**config.mk**
```make
export PLATFORM = sky130hd
export DESIGN_NAME = idm_cell
export DESIGN_NICKNAME = d
export VERILOG_FILES = /design/src/rtl/idm_pkg.sv /design/src/rtl/idm_cell.sv
export SDC_FILE = /design/constraint.sdc
export NUM_CORES = 1
export LEC_CHECK = 0
export BUFFER_PORTS_ARGS = -buffer_cell sky130_fd_sc_hd__buf_2
export CORE_MARGIN = 2
export CORE_UTILIZATION = 45
export DETAILED_ROUTE_END_ITERATION = 10
export GPL_ROUTABILITY_DRIVEN = 0
export PLACE_DENSITY = 0.78
export SLEW_MARGIN = 20
export SYNTH_ARGS = -nofsm -noshare
export SYNTH_HDL_FRONTEND = slang
export SYNTH_SLANG_ARGS = --single-unit
```
**constraint.sdc**
```tcl
create_clock -name clock -period 3.4 [get_ports clock]
set_clock_uncertainty 0.05 [all_clocks]
set_input_delay 0.34 -clock clock [delete_from_list [all_inputs] [get_ports clock]]
set_output_delay 0.34 -clock clock [all_outputs]
set_load 0.02 [all_outputs]
```
**src/rtl/idm_pkg.sv**
```systemverilog
// idm_pkg: shared types for the integer divide/modulo pipeline.
// No dependencies; used by every module of the divider.
`timescale 1ns / 1ps

package idm_pkg;

   // Sign and status flags that ride along with an operand pair
   typedef struct packed {
      logic neg_quot;   // quotient must be negated at the end
      logic neg_rem;    // remainder must be negated at the end
      logic div_zero;   // divisor was zero
   } side_type;

endpackage

```
**src/rtl/idm_cell.sv**
```systemverilog
// idm_cell: one restoring-division step with its pipeline register.
// Depends on idm_pkg (side_type).
`timescale 1ns / 1ps

module idm_cell #(
   parameter int W = 32
) (
   input  logic                clock,
   input  logic                reset,
   input  logic                advance,
   input  logic                in_valid,
   input  logic [W-1:0]        in_rem,
   input  logic [W-1:0]        in_dq,
   input  logic [W-1:0]        in_div,
   input  idm_pkg::side_type   in_side,
   output logic                out_valid,
   output logic [W-1:0]        out_rem,
   output logic [W-1:0]        out_dq,
   output logic [W-1:0]        out_div,
   output idm_pkg::side_type   out_side
);

   logic              valid_ff;
   logic [W-1:0]      rem_ff, rem_in;
   logic [W-1:0]      dq_ff, dq_in;
   logic [W-1:0]      div_ff;
   idm_pkg::side_type side_ff;
   logic [W:0]        shifted;
   logic [W:0]        diff;
   logic              fits;

   // shift in the next dividend bit, trial subtract, keep or restore
   always_comb begin
      shifted = {in_rem, in_dq[W-1]};
      diff    = shifted - {1'b0, in_div};
      fits    = (shifted >= {1'b0, in_div});
      rem_in  = fits ? diff[W-1:0] : shifted[W-1:0];
      dq_in   = {in_dq[W-2:0], fits};
   end

   always_ff @(posedge clock) begin
      if (reset) begin
         valid_ff <= 1'b0;
      end else if (advance) begin
         valid_ff <= in_valid;
      end
   end

   always_ff @(posedge clock) begin
      if (advance) begin
         rem_ff  <= rem_in;
         dq_ff   <= dq_in;
         div_ff  <= in_div;
         side_ff <= in_side;
      end
   end

   assign out_valid = valid_ff;
   assign out_rem   = rem_ff;
   assign out_dq    = dq_ff;
   assign out_div   = div_ff;
   assign out_side  = side_ff;

endmodule

```
Word-level counts from Yosys, hierarchy flattened
Index checks and enable logic that the tools add are counted.
W data, S select, Z words.
Storage, ports and cells
  flip-flop bits (word level): 100
  bits in latches: 0
  memory bits (writable): 0
  bits in read-only memories: 0
  input port bits: 103
  output and inout bits: 100
  word-level logic and storage cells: 10
  memories kept: 0
Operators by class
  add/sub/neg operators: 1
  multipliers: 0
  div/mod/pow operators: 0
  $lt $le $gt $ge: 1
  equality and inequality tests: 0
  shifts and indexed selects: 0
  muxes and demuxes: 1
  bitwise gates (word level): 0
  reductions and logical operators: 0
Operators by type and width (count)
  $ge A33 B32 Y1: 1
  $mux W32: 1
  $sub A32 B32 Y32: 1

Depth between registers and ports, before layout
Gate-level depths: netlist of run 1.
  depth after elaboration: 2
  depth in mapped cells: 13
  mapped depth without buffers: 12

Worst setup path before layout of run 1
No wires, ideal clock.
  path kind: input -> register
  start point: in in_div[7]
  end point: reg rem_ff[13] (netlist: out_rem[13]), data pin
  library setup time: 262 ps
  arrival time: 2849 ps
  setup slack: 239 ps
  cell stages on the path: 12
  buffers on the path: 2
  cells stage by stage: inv_1 ha_1 buf_2 nand4_1 or4_1 a21oi_1 nor3_1 a211oi_2 o21ai_2 o31ai_4 buf_4 mux2_1
Between the ends
  longest elaborated chain between the ends: 2
  elaborated cells between the ends (all ways): 3
  those cells by class: 1 x add/sub; 1 x order compare; 1 x mux
Ends and longest elaborated chain
  start, declared: line idm_cell.sv:14  | input logic [W-1:0] in_div,
  $sub A32 B32 Y32 or $ge A33 B32 Y1 (tied branches): line idm_cell.sv:35, idm_cell.sv:36
  $mux W32 *: line idm_cell.sv:37  | rem_in = fits ? diff[W-1:0] : shifted[W-1:0];
  via rem_in[13]: line idm_cell.sv:24  | logic [W-1:0] rem_ff, rem_in;
  end signal, assigned: line idm_cell.sv:51  | rem_ff <= rem_in;
  end, declared: line idm_cell.sv:24
The timed path passes the listed nets; every way through them passes the cells marked *.
A chain may end at the register's enable or synchronous reset.

Worst setup path in the final report of run 1
  start point: in in_dq[31]
  end point: reg rem_ff[26] (netlist: out_rem[26]), data pin
Between the ends
  longest elaborated chain between the ends: 2
  elaborated cells between the ends (all ways): 3
  those cells by class: 1 x add/sub; 1 x order compare; 1 x mux
Ends and longest elaborated chain
  start, declared: line idm_cell.sv:13  | input logic [W-1:0] in_dq,
  $sub A32 B32 Y32 or $ge A33 B32 Y1 (tied branches): line idm_cell.sv:35, idm_cell.sv:36
  $mux W32 *: line idm_cell.sv:37
  via rem_in[26]: line idm_cell.sv:24
Marks and branches as above.

==> results of run 1 <==
## metrics by stage
step           total power, W  utilization  cell area [um^2]
4_1_cts               0.00338        0.596              6780
5_1_grt               0.00352        0.596              6780
3_5_place_dp          0.00244        0.573              6510
2_1_floorplan         0.00211            -              5210
3_3_place_gp          0.00242        0.573              6510
6_report              0.00336        0.596              6780
## kinds of logic (layout without fill, tap and decap cells)
kind of cell,Yosys count,in the layout,synth area share
xor gates and xnor gates,27,27,0.0454
and+or+nand+nor,99,99,0.0876
buffers and inverters,55,277,0.0439
AOI/OAI and AO/OA,118,118,0.141
adders and majority gates,33,33,0.0806
DFF,100,100,0.574
muxes,13,13,0.0274
## synthesized netlist by cell type, types with 4 or more instances
cell	count	area share
a31oi_1	5	0.0060
nor2_1	37	0.027
mux2_2	6	0.013
nand3_1	8	0.0077
buf_2	8	0.0077
o211ai_1	4	0.0058
edfxtp_1	99	0.57
nor4_1	4	0.0048
inv_1	38	0.027
nand4_1	7	0.0084
nand2b_1	4	0.0048
a21o_1	12	0.017
o21a_1	6	0.0086
o21ai_0	16	0.015
a21oi_1	54	0.052
ha_1	32	0.077
nand2_1	27	0.019
xnor2_1	16	0.027
clkbuf_1	5	0.0036
xor2_1	11	0.018
mux2_1	4	0.0086
## registers in the layout, summed over array words and instances (netlist names)
name	count
out_side	3
out_div	32
out_dq	32
out_valid	1
out_rem	32
## layer usage
metal	part of all wire	up-vias
li1	-	2069
met1	0.42	1957
met2	0.48	208
met3	0.079	26
met4	0.025	0
met5	0	-
## how the worst max path moves through the flow
stage / start / endpoint / slack [ps]
5_1_grt: in_div[8] / out_rem[13] / 250
3_3_place_gp: in_dq[31] / out_rem[26] / 130
6_report: in_dq[31] / out_rem[26] / 380
4_1_cts: in_div[8] / out_rem[7] / 400
3_5_place_dp: in_div[8] / out_rem[7] / 30
2_1_floorplan: in_div[7] / out_rem[13] / 240
## power groups by stage
stage | sequential (W) | combinational, W | clock (W)
finish | 0.00154 | 0.000878 | 0.000936
global route | 0.00156 | 0.000952 | 0.00101
CTS | 0.00155 | 0.000878 | 0.000956
detailed placement | 0.00157 | 0.000872 | 0
global placement | 0.00157 | 0.000854 | 0
floorplan | 0.00175 | 0.000368 | 0
## area by class of cell
cell class,count,share of cell area
inverters,38,0.0211
clock inverters,6,0.00591
multi-input cells,290,0.294
flip-flops and latches,100,0.442
repair buffers,224,0.178
well taps,143,0.0264
clock buffers,9,0.0332
==> results.py, run 1 <==
metrics = {
    "run_status": {
        "status": "finished, final reports clean",
    },
    "power": {
        "p_int_w": 0.00235,
        "switching_power_w": 0.00101,
        "ir_worst_vdd_mv": 0.336,
        "p_seq_frac": 0.460,
        "power_frac_clock": 0.279,
        "p_leak_nw": 3.07,
        "p_sw_frac": 0.300,
        "power.density_nw_per_um2": 496,
        "pwr-share-comb": 0.261,
    },
    "synthesis": {
        "synth_edf_count": 99,
        "syn-cell-area_um2": 5210,
        "netlist-cell-type-count": 48,
        "ys_ff_latch": 100,
        "async_reset_ff_frac": 0,
        "yosys_warnings": 0,
        "synthCells": 445,
        "yosysSeqAreaShare": 0.574,
        "syn_avg_cell_area_um2": 11.7,
        "yosys_most_used_dff": "edfxtp_1",
        "syn-num-nets": 581,
    },
    "detailed_routing": {
        "drc": 0,
        "drtIter0Drc": 358,
        "ant_nets": 0,
        "routedWlPerCell_um": 15.8,
        "routed_wl_um": 12800,
        "vias_per_cell": 5.26,
        "vias": 4260,
        "drt_pre_antenna_iters": 5,
    },
    "finish": {
        "area_growth_pct": 29.9,
        "stdcell_count": 810,
        "fill_cells": 954,
        "fin_nets": 799,
        "layout_common_cells": "buf_2 (201), edfxtp_1 (99), a21oi_1 (54)",
        "drive_gt1_frac": 0.372,
        "final_common_cell": "buf_2",
        "diodes": 0,
        "multi_input_area_um2": 1990,
        "seq_area_um2": 2990,
    },
    "floorplanning": {
        "rows": 39,
        "io_pins": 203,
        "coreArea_um2": 11400,
        "start_util": 0.459,
        "die_width_um": 112,
        "dieArea_um2": 12500,
        "die_y_um": 112,
    },
    "timing": {
        "whs_ps": 90.7,
        "maxSlewHeadroom": 0.629,
        "finalHoldViolations": 0,
        "finalCritPeriodShare": 0.887,
        "rsz0062_at_grt": "false",
        "layout_setup_ws_ps": 383,
        "final_max_slew_viol_count": 0,
        "fmax_mhz": 331,
        "setup_tns_ps": 0,
        "final.min_clock_period_ps": 3020,
        "finalSetupViolations": 0,
        "tightestPinTransition_ps": 557,
    },
    "clock_tree": {
        "cts_tree": "yes",
        "post-cts-setup-buffers": 0,
        "insertion_delay_ps": 350,
        "post_cts_resized": 0,
        "htreeDepth": 3,
        "cts_root_buf": "clkbuf_16",
        "clkTransAtPathRegs_ps": 70,
        "postCtsHoldBufs": 0,
        "numCtsBuffers": 9,
        "cts_sinks": 100,
        "cts_buffer_depth": 2,
    },
    "setup_path": {
        "worst_path_largest_cell_delay_ps": 400,
        "cp.required_ps": 3440,
        "cp_slowest_cell": "fa_1",
        "crit_buf_inv": 3,
        "worstPathMaxFanout": 2,
        "path_depth": 14,
        "r2r_slack_ps": 2750,
        "crit_type": "in -> reg",
        "crit_arrival_ps": 3060,
        "r2r_start": "out_valid",
        "worstSetupStartpointType": "input pin",
        "critPathTopFamily": "compound AO/OA/AOI/OAI gates",
        "cp-end-kind": "flop",
        "rr_worst_depth": 2,
        "crit_chain": "buf_2 -> inv_1 -> ha_1 -> fa_1 -> nand2b_1 -> a21oi_1 -> o21ai_0 -> o311a_1 -> a31oi_1 -> a21oi_1 -> buf_4 -> o21ai_0 -> xor2_1 -> mux2_1",
        "worst_r2r_endpoint": "out_valid",
    },
    "place": {
        "post-place-cells": 795,
        "dp_hpwl_um": 10100,
        "io_buffer_count": 202,
        "pre_cts_ws_ps": 28.6,
    },
    "job": {
        "drv_cap": 0,
    },
    "hold_path": {
        "hold_depth": 2,
        "hold_end": "out_valid",
        "hold_class": "in -> reg",
        "holdCritStartpoint": "reset",
    },
    "global_routing": {
        "busiest_layer": "met2",
        "met3_usage": 0.0615,
        "use_met2": 0.339,
        "grt_pass1_wl_um": 20500,
        "grt_max_degree": 61,
        "grtUsageMet1": 0.257,
        "antenna_found_initial": 0,
        "grt_usage": 0.206,
        "grt_pass1_vias": 4279,
        "grt_remaining_overflow": 0,
    },
}
(Power assumes the default switching activity.)
==> inputs of run 2 (changes only) <==
--- a/config.mk
+++ b/config.mk
@@ -7,10 +7,10 @@
 export LEC_CHECK = 0
 export BUFFER_PORTS_ARGS = -buffer_cell sky130_fd_sc_hd__buf_2
 export CORE_MARGIN = 2
-export CORE_UTILIZATION = 45
+export CORE_UTILIZATION = 53
 export DETAILED_ROUTE_END_ITERATION = 10
 export GPL_ROUTABILITY_DRIVEN = 0
-export PLACE_DENSITY = 0.78
+export PLACE_DENSITY = 0.86
 export SLEW_MARGIN = 20
 export SYNTH_ARGS = -nofsm -noshare
 export SYNTH_HDL_FRONTEND = slang
==> constraint.sdc (replaced) <==
create_clock -name clock -period 3.5 [get_ports clock]
set_clock_uncertainty 0.05 [all_clocks]
set_input_delay 0.35 -clock clock [delete_from_list [all_inputs] [get_ports clock]]
set_output_delay 0.35 -clock clock [all_outputs]
set_load 0.02 [all_outputs]
==> run 2 against run 1 <==
Effect of this change: register-to-register slack gained 100 ps; cell area shrank 2.0%; die area fell by 15%; cell count decreased by 1.6%; wire length shrank 6.2%; non-clock buffer count down 4; worst setup slack better by 99 ps; first-iteration DRC count down 18%; via count decreased by 1.4%; critical path type unchanged; largest power group unchanged.
==> results.py, run 2 (synthesis results as in run 1) <==
metrics = {
    "clock_tree": {
        "post-cts-setup-buffers": 0,
        "clkTransAtPathRegs_ps": 100,
        "post_cts_resized": 0,
        "cts_sinks": 100,
        "postCtsHoldBufs": 0,
        "cts_tree": "yes",
        "cts_root_buf": "clkbuf_8",
        "numCtsBuffers": 9,
        "htreeDepth": 3,
        "insertion_delay_ps": 360,
        "cts_buffer_depth": 2,
    },
    "floorplanning": {
        "rows": 36,
        "die_y_um": 103,
        "io_pins": 203,
        "coreArea_um2": 9640,
        "start_util": 0.541,
        "dieArea_um2": 10600,
        "die_width_um": 103,
    },
    "setup_path": {
        "worst_path_largest_cell_delay_ps": 520,
        "cp.required_ps": 3560,
        "cp-end-kind": "flop",
        "cp_slowest_cell": "or4_1",
        "crit_arrival_ps": 3070,
        "crit_type": "in -> reg",
        "worstPathMaxFanout": 21,
        "crit_chain": "buf_2 -> inv_1 -> ha_1 -> nand4_1 -> or4_1 -> a21oi_1 -> nor3_1 -> a211oi_2 -> o21ai_2 -> o31ai_4 -> buf_4 -> buf_4 -> a21oi_1",
        "worstSetupStartpointType": "input pin",
    },
    "finish": {
        "finalInstanceArea_um2": 6640,
        "final_common_cell": "buf_2",
        "seq_area_um2": 2990,
        "layout_common_cells": "buf_2 (201), edfxtp_1 (99), a21oi_1 (54)",
        "fin_nets": 795,
        "area_growth_pct": 27.3,
        "drive_gt1_frac": 0.370,
        "multi_input_area_um2": 1990,
        "diodes": 0,
        "fill_cells": 760,
    },
    "timing": {
        "rsz0062_at_grt": "false",
        "setup_tns_ps": 0,
        "maxSlewHeadroom": 0.697,
        "whs_ps": 81.9,
        "finalSetupViolations": 0,
        "finalCritPeriodShare": 0.862,
        "fmax_mhz": 331,
        "final_max_slew_viol_count": 0,
        "finalHoldViolations": 0,
        "tightestPinTransition_ps": 450,
        "final.min_clock_period_ps": 3020,
    },
    "job": {
        "drv_cap": 0,
    },
    "detailed_routing": {
        "drtIter0Drc": 295,
        "drt_pre_antenna_iters": 6,
        "ant_nets": 0,
        "routedWlPerCell_um": 15.1,
        "vias_per_cell": 5.27,
        "drc": 0,
        "routed_wl_um": 12000,
        "vias": 4200,
    },
    "global_routing": {
        "grt_remaining_overflow": 0,
        "grt_pass1_wl_um": 18300,
        "grt_max_degree": 38,
        "grt_pass1_vias": 3955,
        "grt_usage": 0.222,
        "antenna_found_initial": 0,
    },
    "power": {
        "p_leak_nw": 3.01,
        "power.density_nw_per_um2": 457,
        "ir_worst_vdd_mv": 0.244,
        "p_int_w": 0.00207,
        "p_seq_frac": 0.494,
        "switching_power_w": 0.000965,
        "p_sw_frac": 0.318,
        "power_frac_clock": 0.230,
        "pwr-share-comb": 0.276,
        "total_power_w": 0.00303,
    },
    "hold_path": {
        "hold_class": "in -> reg",
    },
    "place": {
        "dp_hpwl_um": 9420,
        "place_area_um2": 6450,
        "io_buffer_count": 202,
    },
    "run_status": {
        "status": "finished, final reports clean",
    },
}
==> run 2: cell types whose count changed in the layout (fill, tap and decap cells not counted), sizes merged <==
cell and change:
buf -4, clkinv +1, clkinvlp -1, inv +1
==> run 2: stage by stage <==
stage                     setup WS (ps)  cells   util
after global routing                263    797  0.689
after CTS                           515    797  0.689
final                               481    797  0.689
after detailed placement            111    781  0.670
after floorplan                     329    445      -
after global placement              178    781  0.670
==> run 2: power groups by stage <==
| stage | clock, W | combinational, W | sequential [W] |
|---|---|---|---|
| 2_1_floorplan | 0 | 0.000358 | 0.00170 |
| 3_3_place_gp | 0 | 0.000812 | 0.00152 |
| 4_1_cts | 0.000713 | 0.000834 | 0.00150 |
| 3_5_place_dp | 0 | 0.000829 | 0.00153 |
| 6_report | 0.000698 | 0.000837 | 0.00150 |
| 5_1_grt | 0.000747 | 0.000913 | 0.00151 |
==> run 2: worst max-delay path, delay by kind of cell <==
family	cells	cell delay, ps
compound gates	5	950
simple gates	3	790
buf+inv	4	610
fa+ha+maj	1	370
==> run 2: layout make-up <==
cell class              instances  share of cell area
inverters                      38              0.0215
well taps                     133              0.0251
multi-input cells             290               0.300
clock buffers                   9              0.0187
flip-flops and latches        100               0.451
repair buffers                220               0.175
clock inverters                 7             0.00905
==> run 2: final timing paths <==
path         slack [ps]          end  cells past startpoint       from
max                 480  out_rem[18]                     13  in_div[6]
min                  80    out_valid                      2      reset
max reg2reg        2850    out_valid                      2  out_valid
min reg2reg         480    out_valid                      2  out_valid
==> run 2: layer usage <==
| metal | vias up | GRT usage | part of all wire |
|---|---|---|---|
| li1 | 2057 | - | - |
| met1 | 1908 | 0.283 | 0.41 |
| met2 | 211 | 0.377 | 0.48 |
| met3 | 24 | 0.0524 | 0.083 |
| met4 | 0 | 0.0688 | 0.024 |
| met5 | - | 0 | 0 |
==> inputs of run 3 (changes only) <==
--- a/config.mk
+++ b/config.mk
@@ -11,6 +11,7 @@
 export DETAILED_ROUTE_END_ITERATION = 10
 export GPL_ROUTABILITY_DRIVEN = 0
 export PLACE_DENSITY = 0.86
+export REMOVE_ABC_BUFFERS = 1
 export SLEW_MARGIN = 20
 export SYNTH_ARGS = -nofsm -noshare
 export SYNTH_HDL_FRONTEND = slang
==> constraint.sdc (replaced) <==
create_clock -name clock -period 3.5 [get_ports clock]
set_clock_uncertainty 0.05 [all_clocks]
set_input_delay 0.35 -clock clock [delete_from_list [all_inputs] [get_ports clock]]
set_output_delay 0.35 -clock clock [all_outputs]
set_load 0.1 [all_outputs]
==> run 3 against run 2 <==
Effect of this change: global-route usage is 0.78 points higher; highest routed layer unchanged; core utilization is 0.17 points higher; worst setup slack got worse by 32 ps; critical path depth is the same; clock power rose by 3.4%; worst hold slack lost 15 ps; power is 26% higher; sequential cell count stayed put; die area is the same; first-iteration DRC count is 5.8% higher.
==> results.py, run 3 (synthesis results as in run 1) <==
metrics = {
    "floorplanning": {
        "coreArea_um2": 9640,
        "die_y_um": 103,
        "start_util": 0.541,
        "die_width_um": 103,
        "rows": 36,
        "io_pins": 203,
        "dieArea_um2": 10600,
    },
    "global_routing": {
        "grt_pass1_wl_um": 19100,
        "grt_pass1_vias": 4180,
        "antenna_found_initial": 0,
        "grt_max_degree": 51,
        "grt_remaining_overflow": 0,
        "grt_usage": 0.229,
    },
    "timing": {
        "tightestPinTransition_ps": 601,
        "fmax_mhz": 328,
        "finalCritPeriodShare": 0.872,
        "maxSlewHeadroom": 0.600,
        "final.min_clock_period_ps": 3050,
        "finalHoldViolations": 0,
        "rsz0062_at_grt": "false",
        "final_max_slew_viol_count": 0,
        "finalSetupViolations": 0,
    },
    "run_status": {
        "status": "finished, final reports clean",
    },
    "power": {
        "p_leak_nw": 3.02,
        "ir_worst_vdd_mv": 0.262,
        "power.density_nw_per_um2": 572,
    },
    "setup_path": {
        "crit_arrival_ps": 3130,
        "r2r_slack_ps": 2840,
        "worst_path_largest_cell_delay_ps": 400,
        "critPathTopFamily": "compound AO/OA/AOI/OAI gates",
        "worstPathMaxFanout": 3,
        "worstSetupStartpointType": "input pin",
        "crit_buf_inv": 2,
        "cp-end-kind": "flop",
        "cp_slowest_cell": "fa_1",
        "cp.required_ps": 3580,
        "crit_type": "in -> reg",
        "crit_chain": "buf_2 -> inv_1 -> ha_1 -> fa_1 -> nand2b_1 -> a21oi_1 -> o21ai_0 -> o311a_1 -> a31oi_1 -> a21oi_1 -> o21ai_0 -> xor2_1 -> mux2_1",
    },
    "job": {
        "drv_cap": 0,
    },
    "finish": {
        "diodes": 0,
        "finalInstanceArea_um2": 6660,
        "stdcell_count": 798,
        "fin_nets": 796,
        "final_common_cell": "buf_2",
        "area_growth_pct": 27.6,
        "layout_common_cells": "buf_2 (201), edfxtp_1 (99), a21oi_1 (54)",
        "finalCoreUtilization": 0.690,
        "drive_gt1_frac": 0.373,
    },
    "clock_tree": {
        "insertion_delay_ps": 370,
        "post-cts-setup-buffers": 0,
        "postCtsHoldBufs": 0,
        "cts_tree": "yes",
        "post_cts_resized": 0,
        "htreeDepth": 3,
        "cts_sinks": 100,
        "cts_root_buf": "clkbuf_8",
        "clkTransAtPathRegs_ps": 100,
        "numCtsBuffers": 9,
        "cts_buffer_depth": 2,
    },
    "place": {
        "io_buffer_count": 202,
        "post-place-cells": 782,
        "place_area_um2": 6460,
        "dp_hpwl_um": 9970,
    },
    "hold_path": {
        "hold_class": "in -> reg",
    },
    "detailed_routing": {
        "drt_pre_antenna_iters": 5,
        "drc": 0,
        "routedWlPerCell_um": 16.1,
        "routed_wl_um": 12900,
        "vias_per_cell": 5.44,
        "ant_nets": 0,
        "vias": 4342,
        "drtIter0Drc": 312,
    },
}
[run 3: changes by cell type in the layout (fill, tap and decap cells not counted), sizes merged]
cell  previous run  this run
buf            220       221
[run 3: layout make-up]
class	count	area [um^2]
Clock buffer	9	124
Clock inverter	7	68.8
Fill cell	711	2980
Inverter	38	143
Multi-Input combinational cell	290	1990
Sequential cell	100	2990
Tap cell	133	166
Timing Repair Buffer	221	1170
[run 3: final timing paths]
kind / cells past startpoint / from / to
setup / recovery: 13 / in_dq[31] / out_rem[26]
hold reg to reg: 2 / out_valid / out_valid
hold / removal: 2 / reset / out_valid
setup reg to reg: 2 / out_valid / out_valid
[run 3: through the flow]
stage | total power [W] | setup slack, ps | hold WS (ps) | TNS, ps
6_report | 0.00381 | 449 | 66.4 | 0
5_1_grt | 0.00395 | 280 | 63.9 | 0
4_1_cts | 0.00381 | 469 | 62.8 | 0
3_5_place_dp | 0.00310 | 81.5 | 466 | 0
3_3_place_gp | 0.00308 | 126 | 417 | 0
2_1_floorplan | 0.00279 | -320 | 372 | -4820
[run 3: power breakdown]
| part | leakage (nW) | internal [W] | switching, W |
|---|---|---|---|
| registers | 0.978 | 0.00147 | 0.0000293 |
| logic | 1.95 | 0.000328 | 0.00126 |
| clock network | 0.0964 | 0.000277 | 0.000445 |
| total | 3.02 | 0.00207 | 0.00173 |
[run 3: layer usage]
metal	global-route usage	wire, um	share of wire	vias to the layer above
met2	0.406	6470	0.50	219
met1	0.278	5020	0.39	2022
li1	-	-	-	2067
met5	0	0	0	-
met3	0.0349	1010	0.079	34
met4	0.100	351	0.027	0
