==> src/rtl/idm_pkg.sv <==
// idm_pkg: shared types for the integer divide/modulo pipeline.
// No dependencies; used by every module of the divider.
`timescale 1ns / 1ps

package idm_pkg;

   // Sign and status flags that ride along with an operand pair
   typedef struct packed {
      logic neg_quot;   // quotient must be negated at the end
      logic neg_rem;    // remainder must be negated at the end
      logic div_zero;   // divisor was zero
   } side_type;

endpackage

==> src/rtl/idm_prep.sv <==
// idm_prep: input stage; takes magnitudes of the operands and the sign flags.
// Depends on idm_pkg (side_type).
`timescale 1ns / 1ps

module idm_prep #(
   parameter int W = 32
) (
   input  logic                clock,
   input  logic                reset,
   input  logic                advance,
   input  logic                in_valid,
   input  logic                in_mode,
   input  logic [W-1:0]        in_dividend,
   input  logic [W-1:0]        in_divisor,
   output logic                out_valid,
   output logic [W-1:0]        out_mag_a,
   output logic [W-1:0]        out_mag_b,
   output idm_pkg::side_type   out_side
);

   logic              valid_ff;
   logic [W-1:0]      mag_a_ff, mag_a_in;
   logic [W-1:0]      mag_b_ff, mag_b_in;
   idm_pkg::side_type side_ff, side_in;
   logic              neg_a, neg_b;

   // sign detection and magnitude
   always_comb begin
      neg_a            = in_mode & in_dividend[W-1];
      neg_b            = in_mode & in_divisor[W-1];
      mag_a_in         = neg_a ? (~in_dividend + {{(W-1){1'b0}}, 1'b1}) : in_dividend;
      mag_b_in         = neg_b ? (~in_divisor + {{(W-1){1'b0}}, 1'b1}) : in_divisor;
      side_in.neg_quot = neg_a ^ neg_b;
      side_in.neg_rem  = neg_a;
      side_in.div_zero = (in_divisor == '0);
   end

   always_ff @(posedge clock) begin
      if (reset) begin
         valid_ff <= 1'b0;
      end else if (advance) begin
         valid_ff <= in_valid;
      end
   end

   // payload, no reset
   always_ff @(posedge clock) begin
      if (advance) begin
         mag_a_ff <= mag_a_in;
         mag_b_ff <= mag_b_in;
         side_ff  <= side_in;
      end
   end

   assign out_valid = valid_ff;
   assign out_mag_a = mag_a_ff;
   assign out_mag_b = mag_b_ff;
   assign out_side  = side_ff;

endmodule

==> config.mk <==
export PLATFORM = sky130hd
export DESIGN_NAME = idm_prep
export DESIGN_NICKNAME = d
export VERILOG_FILES = /design/src/rtl/idm_pkg.sv /design/src/rtl/idm_prep.sv
export SDC_FILE = /design/constraint.sdc
export NUM_CORES = 1
export LEC_CHECK = 0
export BUFFER_PORTS_ARGS = -buffer_cell sky130_fd_sc_hd__buf_2
export CELL_PAD_IN_SITES_DETAIL_PLACEMENT = 1
export CELL_PAD_IN_SITES_GLOBAL_PLACEMENT = 1
export CORE_MARGIN = 2
export CORE_UTILIZATION = 40
export CTS_BUF_LIST = sky130_fd_sc_hd__clkbuf_8
export CTS_CLUSTER_DIAMETER = 150
export DETAILED_ROUTE_END_ITERATION = 10
export GPL_TIMING_DRIVEN = 0
export PLACE_DENSITY = 0.88
export RECOVER_POWER = 25
export SYNTH_ARGS = -nofsm -noshare
export SYNTH_HDL_FRONTEND = slang
export SYNTH_SLANG_ARGS = --single-unit
==> constraint.sdc <==
create_clock -name clock -period 4.3 [get_ports clock]
set_input_delay 0.645 -clock clock [delete_from_list [all_inputs] [get_ports clock]]
set_output_delay 0.645 -clock clock [all_outputs]
set_load 0.1 [all_outputs]
* Yosys cells after proc, flatten, opt, wreduce, memory -nomap -nowiden
Cells that the tools add are included.
** Cells by class
- Add/subtract/negate cells :: 2
- Muxes and demuxes :: 2
- Bitwise gates (word level) :: 5
- Reductions and logical operators :: 1
** Operators by type and width (number)
- adder 32 x 1 -> 32 bit (second input constant) :: 2
- 2-to-1 mux 32 bit :: 2
- inverter 32 bit :: 2
- zero test 32 bit :: 1
- bitwise AND 1 bit :: 2
- XOR 1 bit :: 1
** Word-level totals
- Register bits :: 68
- Input bits :: 69
- Output and inout bits :: 68
- Word-level logic and storage cells :: 16

* Depth between registers and ports, before layout
Gate-level depths: netlist of run 1.
- Depth after elaboration :: 3
- Depth in mapped cells :: 7
- Gate-level depth less buffers :: 7

* Least setup slack after synthesis of run 1
No wires, ideal clock.
- Path kind :: input to register
- Start point :: in in_divisor[6]
- End point :: reg mag_b_ff[29] (netlist: out_mag_b[29]), data pin
- Library setup time :: 0.262 ns
- Arrival :: 2.062 ns
- Data required time :: 4.038 ns
- Path slack :: 1.976 ns
- Stages :: 6
- Path buffers :: 1
- Cell sequence :: or4_1 > buf_2 > nor4_4 > nand2_1 > o31ai_1 > xnor2_1
** Between the ends
- Longest elaborated chain between the ends :: 3
** Ends and longest elaborated chain
- start: declaration :: line idm_prep.sv:14 : input logic [W-1:0] in_divisor,
- inverter 32 bit :: line idm_prep.sv:32 : mag_b_in = neg_b ? (~in_divisor + {{(W-1){1'b0}}, 1'b1}) : in_divisor;
- adder 32 x 1 -> 32 bit :: line idm_prep.sv:32
- 2-to-1 mux 32 bit :: line idm_prep.sv:32
- net mag_b_in[29] :: line idm_prep.sv:23 : logic [W-1:0] mag_b_ff, mag_b_in;
- end signal: assignment :: line idm_prep.sv:50 : mag_b_ff <= mag_b_in;
- end: declaration :: line idm_prep.sv:23
The timed path passes the listed nets, and every way through them passes these cells.
A chain may end at the register's enable or synchronous reset.

* Worst setup path after layout of run 1
- Start point :: in in_dividend[4]
- End point :: reg mag_a_ff[17] (netlist: out_mag_a[17]), data pin
** Between the ends
- Longest elaborated chain between the ends :: 3
** Ends and longest elaborated chain
- start: declaration :: line idm_prep.sv:13 : input logic [W-1:0] in_dividend,
- inverter 32 bit :: line idm_prep.sv:31 : mag_a_in = neg_a ? (~in_dividend + {{(W-1){1'b0}}, 1'b1}) : in_dividend;
- adder 32 x 1 -> 32 bit :: line idm_prep.sv:31
- 2-to-1 mux 32 bit :: line idm_prep.sv:31
- net mag_a_in[17] :: line idm_prep.sv:22 : logic [W-1:0] mag_a_ff, mag_a_in;
- end signal: assignment :: line idm_prep.sv:49 : mag_a_ff <= mag_a_in;
- end: declaration :: line idm_prep.sv:22
The timed path passes the listed nets, and every way through them passes these cells.

==> metrics.md, run 1 <==
| Metric | Value |
|---|---|
| Post-synthesis async set-or-reset flop share | `0%` |
| Antenna violations before repair | `1` |
| TritonCTS buffer count | `9` |
| Register area | `between 2000 and 2500 µm²` |
| Row count | `33` |
| CTS tree | `built` |
| P_sw | `0.8818 mW` |
| Startpoint types | `primary input` |
| Layout fillers | `between 900 and 1000` |
| Crit end category | `register` |
| Drt first-iter violations | `slightly below 90` |
| Width of the die | `a little under 100 µm` |
| Fin. max-slew vios | `31` |
| Status | `complete, but fails checks` |
| Fmax | `between 300 and 400 MHz` |
| N_diodes | `0` |
| Cts hold-fix bufs | `0` |
| Crit-path cells | `buf_2 -> nor4_1 -> nand3_1 -> nor4_1 -> a31oi_1 -> xor2_1` |
| DRC | `0` |
| Most frequent cells in the layout | `132 x buf_2, 67 x edfxtp_1, 31 x xnor2_1` |
| Yosys warning total | `0` |
| Starting Density | `41.65%` |
| Latest clock arrival within the worst-skew pair | `about 330 ps` |
| DRT Pass-1 Iters | `4` |
| Top FF cell, synth | `edfxtp_1` |
| DP Area | `4272 µm²` |
| Dpl cells | `between 500 and 600` |
| Tmin final | `about 2600 ps` |
| Combinational Power Share | `33.0%` |
| Final WS setup | `1706 ps` |
| Worst Path Arrival | `2660 ps` |
| Clock-pin slew of the registers on the worst-case setup and hold paths | `about 70 ps` |
| RSZ-0062 raised after global routing | `false` |
| Int Pwr | `approximately 1.3 mW` |
| Commonest non-fill, non-tap cell in the layout | `buf_2` |
| Reg power frac | `a little under two fifths` |
| Routed WL | `approximately 10000 µm` |
| Post-CTS setup buffer count | `0` |
| Vias in the first global route | `~3200` |
| Post-Layout Inst Area | `around 4500 µm²` |
| Buf/Inv on CP | `1` |
| H-tree Lvls | `3` |
| Die area | `just over 9000 µm²` |
| Clock share of power | `29.1%` |
| Final worst path period share | `between 60% and 70%` |
| Synth Cell Area | `~3400 µm²` |
| Number of max-capacitance violations reported | `1` |
| Total power divided by cell area | `487.3 nW/µm²` |
| CP max-delay cell | `nor4_1` |
| Nets | `498` |
| Vias/cell | `roughly 5.3` |
| CP peak stage delay | `slightly above 600 ps` |
| Largest net degree at the start of global routing | `39` |
| Resized cells post-CTS | `0` |
| HPWL after DPL | `slightly below 8000 µm` |
| Post-route ant nets | `0` |
| Global-route wire length before repair | `16260 µm` |
| Syn-to-layout area delta | `30.63%` |
| Clk buf depth | `2` |
| Clock skew | `0 ps` |
| Area of the multi-input gates | `between 1000 and 1500 µm²` |
| Pre-CTS setup slack | `roughly 1500 ps` |
| Register area share after synthesis | `around three fifths` |
| Worst-margin pin slew | `1831 ps` |
| Die H | `around 97 µm` |
| Share of cells above drive strength 1 | `35.88%` |
| Fin Setup TNS | `0 ps` |
| Placer Congestion | `0.8269` |
| CP most frequent cell | `nor4_1` |
| Lkg Pwr | `1.814 nW` |
| Fin cells | `~540` |
| Sw Ratio | `about two fifths` |
| Required @ worst endpoint | `between 4000 and 5000 ps` |
| Via count | `~2900` |
| Root buffer cell | `clkbuf_8` |
| WL per Instance | `roughly 19 µm` |
| Hold Path Class | `primary input to register` |
| Critical path class | `primary input to register` |
| FF+latch count, synth | `a little under 70` |
| Clock Sinks | `68` |
| VDD IR max | `205.4 µV` |
| Grt ovf | `0` |
| Synth Area per Inst | `~12 µm²` |
| Net Count, Synth | `350` |
| Synth cell types | `39` |
| Max_slew headroom | `-22.06%` |
| IO Pins | `137` |
| Core area | `between 8000 and 9000 µm²` |
| Failing checks | `capacitance limit, slew limit` |
| Post-synth EDFFs | `between 60 and 70` |
| Crit path max-delay family | `simple AND/OR/NAND/NOR gates` |
| Port Buffers | `~140` |
| Power Total | `around 2.2 mW` |
| Overall Global Routing Usage | `approximately 22%` |
| Final setup viols | `0` |
| Hold Fails Final Rpt | `0` |
| Crit path max fanout | `4` |
| Synth Instances | `~280` |
==> state kept, by name, indices dropped and copies added, names as in the netlist <==
name       flops
out_valid      1
out_mag_a     32
out_side       3
out_mag_b     32
==> worst reg2reg max path: stages, from the launching register on <==
cell and delay (ps):
dfxtp_1 310, mux2i_1 120, nor2_1 60
==> layer usage <==
layer | part of all wire, % | vias up | GRT usage, %
li1 | - | 1325 | -
met1 | 41 | 1405 | 26.28
met2 | 52 | 106 | 37.77
met3 | 4.5 | 19 | 3.974
met4 | 2.5 | 0 | 9.209
met5 | 0 | - | 0
==> logic make-up (layout without fill, tap and decap cells) <==
kind of cell	Yosys count	in the layout	share of synthesized area [%]
DFF	68	68	59.08
adders and majority gates	2	2	0.7274
muxes	1	1	0.2910
xor gates and xnor gates	59	59	15.02
and+or+nand+nor	85	85	13.21
AOI/OAI and AO/OA	51	51	9.095
buffers and inverters	13	166	2.583
==> cell usage after synthesis (all sizes together), types with 2 or more instances <==
master	n	area [µm²]
xor2	28	245.2
or3	4	26.28
nor4	7	58.81
o31ai	9	67.56
nand3	8	40.04
or4	2	15.01
a21oi	16	80.08
o21ai	16	80.08
nand2	10	37.54
nor2	28	105.1
and4	2	17.52
clkbuf	4	25.02
or2	2	12.51
ha	2	25.02
xnor2	31	271.5
nor3	10	61.31
and2	3	20.02
edfxtp	67	2012
inv	7	26.28
a31oi	3	18.77
nor2b	2	12.51
o41ai	5	51.30
nand2b	3	18.77
==> stage by stage <==
stage,utilization (%),hold WS (ps)
CTS,54.62,446.7
detailed placement,51.73,492.4
global route,54.41,447.2
floorplan,-,717.4
finish,54.41,462.1
global placement,51.48,476.1
==> worst paths after layout <==
kind                                     start  slack (ps)  cells after the start            end
worst min-delay path                     reset         460                      2      out_valid
worst max register to register       out_valid        3710                      2      out_valid
worst max-delay path            in_dividend[4]        1710                      6  out_mag_a[17]
worst min register to register       out_valid         500                      2      out_valid
==> layout make-up <==
cell class	count	area share [%]
flip-flops and latches	68	45.22
multi-input cells	198	29.32
repair buffers	137	15.46
well taps	105	2.924
clock buffers	9	2.757
clock inverters	7	2.562
plain buffers	6	1.170
inverters	7	0.5848
==> power by group through the flow <==
stage | logic [mW] | clock network [mW] | registers, mW
after floorplan | 0.0844 | 0 | 1.33
after detailed placement | 0.724 | 0 | 0.843
final | 0.723 | 0.638 | 0.829
after global routing | 0.745 | 0.679 | 0.835
after CTS | 0.727 | 0.646 | 0.829
after global placement | 0.708 | 0 | 0.840
(Power assumes the default switching activity.)
==> inputs of run 2 (changes only) <==
- ABC_AREA: not set -> 1
- CORE_UTILIZATION: 40 -> 38
- PLACE_DENSITY: 0.88 -> 0.86
- clock period: 4.3 -> 2.71 ns (I/O delays scaled with it)
==> metrics.md, run 2 <==
| Metric | Value |
|---|---|
| Register area share after synthesis | `48.43%` |
| VDD IR max | `around 320 µV` |
| Hold Path Class | `primary input to register` |
| Final worst path period share | `66.74%` |
| Port Buffers | `approximately 140` |
| Int Pwr | `between 1.5 and 2 mW` |
| WL per Instance | `roughly 15 µm` |
| Sw Ratio | `44.13%` |
| Vias/cell | `a little under 5` |
| R2r startpoint | `out_valid` |
| Latest clock arrival within the worst-skew pair | `about 350 ps` |
| Width of the die | `109.1 µm` |
| Crit path max-delay family | `buffers and inverters` |
| IO Pins | `~140` |
| Synth Area per Inst | `between 7 and 8 µm²` |
| Resized cells post-CTS | `0` |
| Worst Path Arrival | `around 2000 ps` |
| Worst-margin pin slew | `1723 ps` |
| Number of max-capacitance violations reported | `1` |
| Fin. max-slew vios | `a little under 70` |
| Root buffer cell | `clkbuf_8` |
| Crit-path cells | `clkbuf_2 -> mux2i_1 -> nor2_1` |
| Clock share of power | `around a quarter` |
| Share of cells above drive strength 1 | `roughly a quarter` |
| RSZ-0062 raised after global routing | `false` |
| Worst r2r dst | `out_valid` |
| Dominant cell by count in the synthesized netlist | `nand2_1` |
| Fmax | `552.9 MHz` |
| Antenna violations before repair | `0` |
| Global-route wire length before repair | `a little under 20000 µm` |
| Reg2reg setup slack | `between 2000 and 2500 ps` |
| Net Count, Synth | `between 600 and 700` |
| Max_slew headroom | `-14.85%` |
| Synth Instances | `around 530` |
| Clock skew | `0 ps` |
| Routed WL | `~13000 µm` |
| Nets | `between 700 and 800` |
| Row count | `38` |
| Placer Congestion | `between 0.8 and 0.9` |
| HPWL after DPL | `around 10000 µm` |
| Post-CTS setup buffer count | `0` |
| TritonCTS buffer count | `9` |
| Clk buf depth | `2` |
| CP max-delay cell | `clkbuf_2` |
| Synth area leaders | `edfxtp_1 48%, nand2_1 17%, nor2_1 8.3%` |
| Total power divided by cell area | `~650 nW/µm²` |
| Grt ovf | `0` |
| Buf/Inv on CP | `1` |
| Crit path max fanout | `68` |
| Die area | `around 12000 µm²` |
| Vias in the first global route | `roughly 4200` |
| Area share of the largest cell type after synthesis | `between 40% and 50%` |
| Crit end category | `register` |
| N_diodes | `0` |
| Area leader, netlist | `edfxtp_1` |
| Yosys warning total | `0` |
| Synth cell types | `25` |
| Failing checks | `capacitance limit, slew limit` |
| Reg power frac | `38.8%` |
| Final setup viols | `0` |
| Synth Cell Area | `~4200 µm²` |
| Critical path class | `primary input to register` |
| Commonest non-fill, non-tap cell in the layout | `nand2_1` |
| Commonest cells in the netlist | `189 x nand2_1, 93 x nor2_1, 67 x edfxtp_1, 50 x inv_1, 36 x nand3_1` |
| Hold path depth | `2` |
| Startpoint types | `primary input` |
| DRC | `0` |
| Post-Layout Inst Area | `approximately 5200 µm²` |
| Post-synthesis async set-or-reset flop share | `0%` |
| Tmin final | `~1800 ps` |
| Syn-to-layout area delta | `23.98%` |
| Drt first-iter violations | `80` |
| Post-synth EDFFs | `67` |
| Status | `complete, but fails checks` |
| Fin Setup TNS | `0 ps` |
| Required @ worst endpoint | `between 2000 and 3000 ps` |
| Largest net degree at the start of global routing | `69` |
| Clock Sinks | `68` |
| P_sw | `1.494 mW` |
| CP peak stage delay | `around 1200 ps` |
| Starting Density | `38.87%` |
| H-tree Lvls | `3` |
| Worst Reg-to-Reg Cells | `2` |
| Most frequent cells in the layout | `190 x nand2_1, 133 x buf_2, 95 x nor2_1` |
| Hold_sp | `reset` |
| Core area | `about 11000 µm²` |
| Lkg Pwr | `between 2 and 2.5 nW` |
| Via count | `4045` |
| Hold Fails Final Rpt | `0` |
| Overall Global Routing Usage | `between 20% and 30%` |
| Clock-pin slew of the registers on the worst-case setup and hold paths | `around 70 ps` |
| FF+latch count, synth | `a little under 70` |
| Post-route ant nets | `0` |
| Cts hold-fix bufs | `0` |
| CTS tree | `built` |
| DRT Pass-1 Iters | `4` |
| Combinational Power Share | `37.6%` |
| Die H | `about 110 µm` |
| Worst Hold Endpoint | `out_valid` |
| Top FF cell, synth | `edfxtp_1` |
| DP Area | `5054 µm²` |
==> run 2: cell types whose count changed after synthesis, sizes merged, moves of 6 or more <==
cell | before | now
a21oi | 16 | 4
inv | 7 | 52
nand2 | 10 | 193
nand3 | 8 | 36
nor2 | 28 | 116
nor3 | 10 | 1
nor4 | 7 | 0
o21ai | 16 | 22
o31ai | 9 | 0
xnor2 | 31 | 11
xor2 | 28 | 16
==> run 2: power groups by stage <==
stage	Sequential, mW	Clock [mW]	Combinational (mW)
after floorplan	2.12	0	0.230
after global placement	1.33	0	1.26
after detailed placement	1.34	0	1.28
after CTS	1.31	0.816	1.29
after global routing	1.33	0.857	1.34
final	1.31	0.798	1.27
==> run 2: layout make-up <==
| type | instances | area, µm² |
|---|---|---|
| timing repair buffer | 136 | 678.2 |
| tap | 140 | 175.2 |
| fill | 1399 | 5592 |
| buffer | 6 | 41.29 |
| sequential | 68 | 2032 |
| clock inverter | 4 | 17.52 |
| multi-input combinational | 408 | 1897 |
| clock buffer | 12 | 165.2 |
| inverter | 52 | 195.2 |
==> run 2: worst max path at each step <==
| stage | start | end | slack (ps) | depth (start not counted) |
|---|---|---|---|---|
| 2_1_floorplan | in_divisor[0] | out_mag_b[18] | 1210 | 9 |
| 3_3_place_gp | advance | out_valid | 730 | 3 |
| 3_5_place_dp | in_divisor[1] | out_mag_b[30] | 860 | 10 |
| 4_1_cts | out_mag_a[31] | out_mag_a[31] | 1120 | 1 |
| 5_1_grt | advance | out_valid | 760 | 3 |
| 6_report | advance | out_valid | 900 | 3 |
==> run 2: per-layer routing <==
metal  share of wire, %  GRT usage, %  wire length, µm  vias to the layer above
met2                 53         41.39             6598                      116
met1                 40         23.81             5033                     1915
met3                5.1         4.124              646                       22
li1                   -             -                -                     1992
met5                  0             0                0                        -
met4                2.2         8.516              271                        0
==> run 2: logic make-up (layout without fill, tap and decap cells) <==
group / count (synthesis) / count (layout) / synth area share (%)
AO/OA/AOI/OAI: 26 / 26 / 3.191
XOR/XNOR: 27 / 27 / 5.637
adder cells (fa/ha/maj): 2 / 2 / 0.5964
buffers and inverters: 58 / 210 / 5.935
flip-flops: 68 / 68 / 48.43
multiplexers: 1 / 1 / 0.2386
AND/OR/NAND/NOR: 352 / 352 / 35.97
==> run 2: through the flow <==
stage / hold WS, ps / total power [mW] / setup slack (ps) / utilization (%) / std cells
finish: 208.4 / 3.385 / 901.2 / 48.19 / 826
global route: 199.7 / 3.519 / 762.1 / 48.19 / 826
CTS: 195.2 / 3.416 / 1123 / 48.52 / 826
detailed placement: 539.9 / 2.618 / 863.5 / 46.82 / 810
global placement: 467.3 / 2.595 / 730.8 / 46.80 / 810
floorplan: 478.9 / 2.345 / 1208 / - / 534
==> inputs of run 3 (changes only) <==
- ABC_AREA: 1 -> 0
- CORE_UTILIZATION: 38 -> 39
- clock period: 2.71 -> 1.9 ns (I/O delays scaled with it)
==> metrics.md, run 3 (same netlist as run 1, synthesis figures left out) <==
| Metric | Value |
|---|---|
| Status | `complete, but fails checks` |
| Failing checks | `capacitance limit, slew limit` |
| Hold_sp | `reset` |
| Drt first-iter violations | `about 100` |
| Commonest non-fill, non-tap cell in the layout | `buf_2` |
| Crit end category | `register` |
| Global-route wire length before repair | `between 15000 and 20000 µm` |
| Clock Sinks | `roughly 70` |
| H-tree Lvls | `3` |
| Vias in the first global route | `around 3000` |
| Worst-margin pin slew | `between 1500 and 2000 ps` |
| Worst Path Arrival | `roughly 2000 ps` |
| Post-route ant nets | `0` |
| Antenna violations before repair | `1` |
| CP max-delay cell | `or3_2` |
| Fmax | `533.2 MHz` |
| Register area | `between 2000 and 2500 µm²` |
| Area of the multi-input gates | `roughly 1400 µm²` |
| N_diodes | `0` |
| Final setup viols | `0` |
| Fin. max-slew vios | `69` |
| Total power divided by cell area | `between 1000 and 1500 nW/µm²` |
| DRC | `0` |
| Overall Global Routing Usage | `a little over 20%` |
| Critical path class | `primary input to register` |
| Share of cells above drive strength 1 | `~39%` |
| Starting Density | `roughly 40%` |
| Syn-to-layout area delta | `33.54%` |
| Die H | `slightly below 100 µm` |
| Crit path max fanout | `8` |
| Final WS setup | `24.68 ps` |
| Worst Reg-to-Reg Cells | `2` |
| WL per Instance | `roughly 18 µm` |
| Width of the die | `97.91 µm` |
| Largest net degree at the start of global routing | `just under 70` |
| Core area | `about 8600 µm²` |
| Worst r2r dst | `out_valid` |
| Crit path max-delay family | `simple AND/OR/NAND/NOR gates` |
| DRT Pass-1 Iters | `6` |
| Clk buf depth | `2` |
| Tmin final | `between 1500 and 2000 ps` |
| Hold Path Class | `primary input to register` |
| Layout fillers | `970` |
| Clock-pin slew of the registers on the worst-case setup and hold paths | `roughly 70 ps` |
| Number of max-capacitance violations reported | `1` |
| Crit-path cells | `buf_2 -> or3_2 -> bufbuf_16 -> nor4_4 -> nand3_1 -> o41ai_2 -> xnor2_1` |
| Dpl cells | `523` |
| Latest clock arrival within the worst-skew pair | `around 330 ps` |
| Final worst path period share | `between 90% and 100%` |
| Startpoint types | `primary input` |
| R2r startpoint | `out_valid` |
| Placer Congestion | `0.8848` |
| Row count | `34` |
| Die area | `between 9000 and 10000 µm²` |
| HPWL after DPL | `7570 µm` |
| Via count | `2839` |
| Hold path depth | `2` |
| TritonCTS buffer count | `9` |
| Power Total | `between 4 and 5 mW` |
| Pre-CTS setup slack | `-586.4 ps` |
| Lkg Pwr | `1.853 nW` |
| Root buffer cell | `clkbuf_8` |
| RSZ-0062 raised after global routing | `true` |
| Reg2reg setup slack | `1280 ps` |
| CP peak stage delay | `470 ps` |
| Fin cells | `543` |
| Port Buffers | `136` |
| IO Pins | `~140` |
| Crit path depth | `7` |
| Required @ worst endpoint | `just under 2000 ps` |
| Routed WL | `slightly below 10000 µm` |
| Vias/cell | `roughly 5.2` |
| Nets | `roughly 500` |
| Max_slew headroom | `-18.75%` |
| Buf/Inv on CP | `2` |
| Hold Fails Final Rpt | `0` |
| Grt ovf | `0` |
| Worst Hold Endpoint | `out_valid` |
| VDD IR max | `between 400 and 500 µV` |
| Most frequent cells in the layout | `133 x buf_2, 67 x edfxtp_1, 31 x xnor2_1` |
| Clock skew | `0 ps` |
| CTS tree | `built` |
## run 3: cell types whose count changed in the layout (fill, tap and decap cells not counted), moves of 8 or more
cell and change:
nand2_1 -181, nor2_1 -67, inv_1 -46, nand3_1 -28
xnor2_1 +20, a21oi_1 +13, nor2_2 -12, xor2_1 +12
nor2_4 -9, nor3_1 +8
## run 3: area by class of cell
class,instances,area share (%)
Clock buffer,9,2.697
Clock inverter,7,2.315
Tap cell,108,2.942
Inverter,7,0.5721
Buffer,6,1.280
Timing Repair Buffer,140,15.42
Multi-Input combinational cell,198,30.54
Sequential cell,68,44.24
## run 3: power breakdown
| part | switching (mW) | internal (mW) | total (mW) | leakage, nW |
|---|---|---|---|---|
| clock network | 0.553 | 0.857 | 1.41 | 0.119 |
| logic | 1.38 | 0.261 | 1.64 | 1.07 |
| registers | 0.0387 | 1.84 | 1.87 | 0.663 |
| total | 1.97 | 2.95 | 4.93 | 1.85 |
## run 3: stage by stage
step / area, µm² / util (%) / TNS [ps] / hold slack [ps]
after floorplan: 3460 / - / -106.2 / 357.4
after CTS: 4542 / 52.59 / -3.015 / 81.38
after detailed placement: 4278 / 49.54 / -14030 / 450.6
after global placement: 4275 / 49.51 / -10350 / 444.9
after global routing: 4593 / 53.19 / -87.28 / 88.36
final: 4593 / 53.19 / 0 / 102.7
## run 3: routing by layer
| metal | wire length, µm | up-vias | share of wire, % | track usage (%) |
|---|---|---|---|---|
| met1 | 4147 | 1402 | 42 | 25.59 |
| met4 | 148 | 2 | 1.5 | 7.906 |
| li1 | - | 1334 | - | - |
| met2 | 5167 | 85 | 52 | 35.19 |
| met3 | 455 | 16 | 4.6 | 4.295 |
| met5 | 11 | - | 0.11 | 0 |
## run 3: how the worst max path moves through the flow
stage / endpoint / start / slack [ps]
2_1_floorplan: out_mag_b[29] / in_divisor[25] / -50
3_3_place_gp: out_mag_a[17] / in_dividend[4] / -470
3_5_place_dp: out_mag_a[17] / in_dividend[4] / -590
4_1_cts: out_mag_b[19] / in_divisor[2] / -3
5_1_grt: out_mag_b[19] / in_divisor[2] / -50
6_report: out_mag_b[19] / in_divisor[2] / 20
## run 3: timing repair
| action | CTS | global route |
|---|---|---|
| setup endpoints to repair | 15 | 26 |
| pin swaps | 1 | 2 |
| gates resized for setup | 3 | 11 |
| setup buffers | 2 | 2 |
| hold buffers | 0 | 0 |
## run 3: worst register-to-register path, cell delays in order (launching register included)
cell     delay, ps
dfxtp_1        310
mux2i_1        130
nor2_1          70
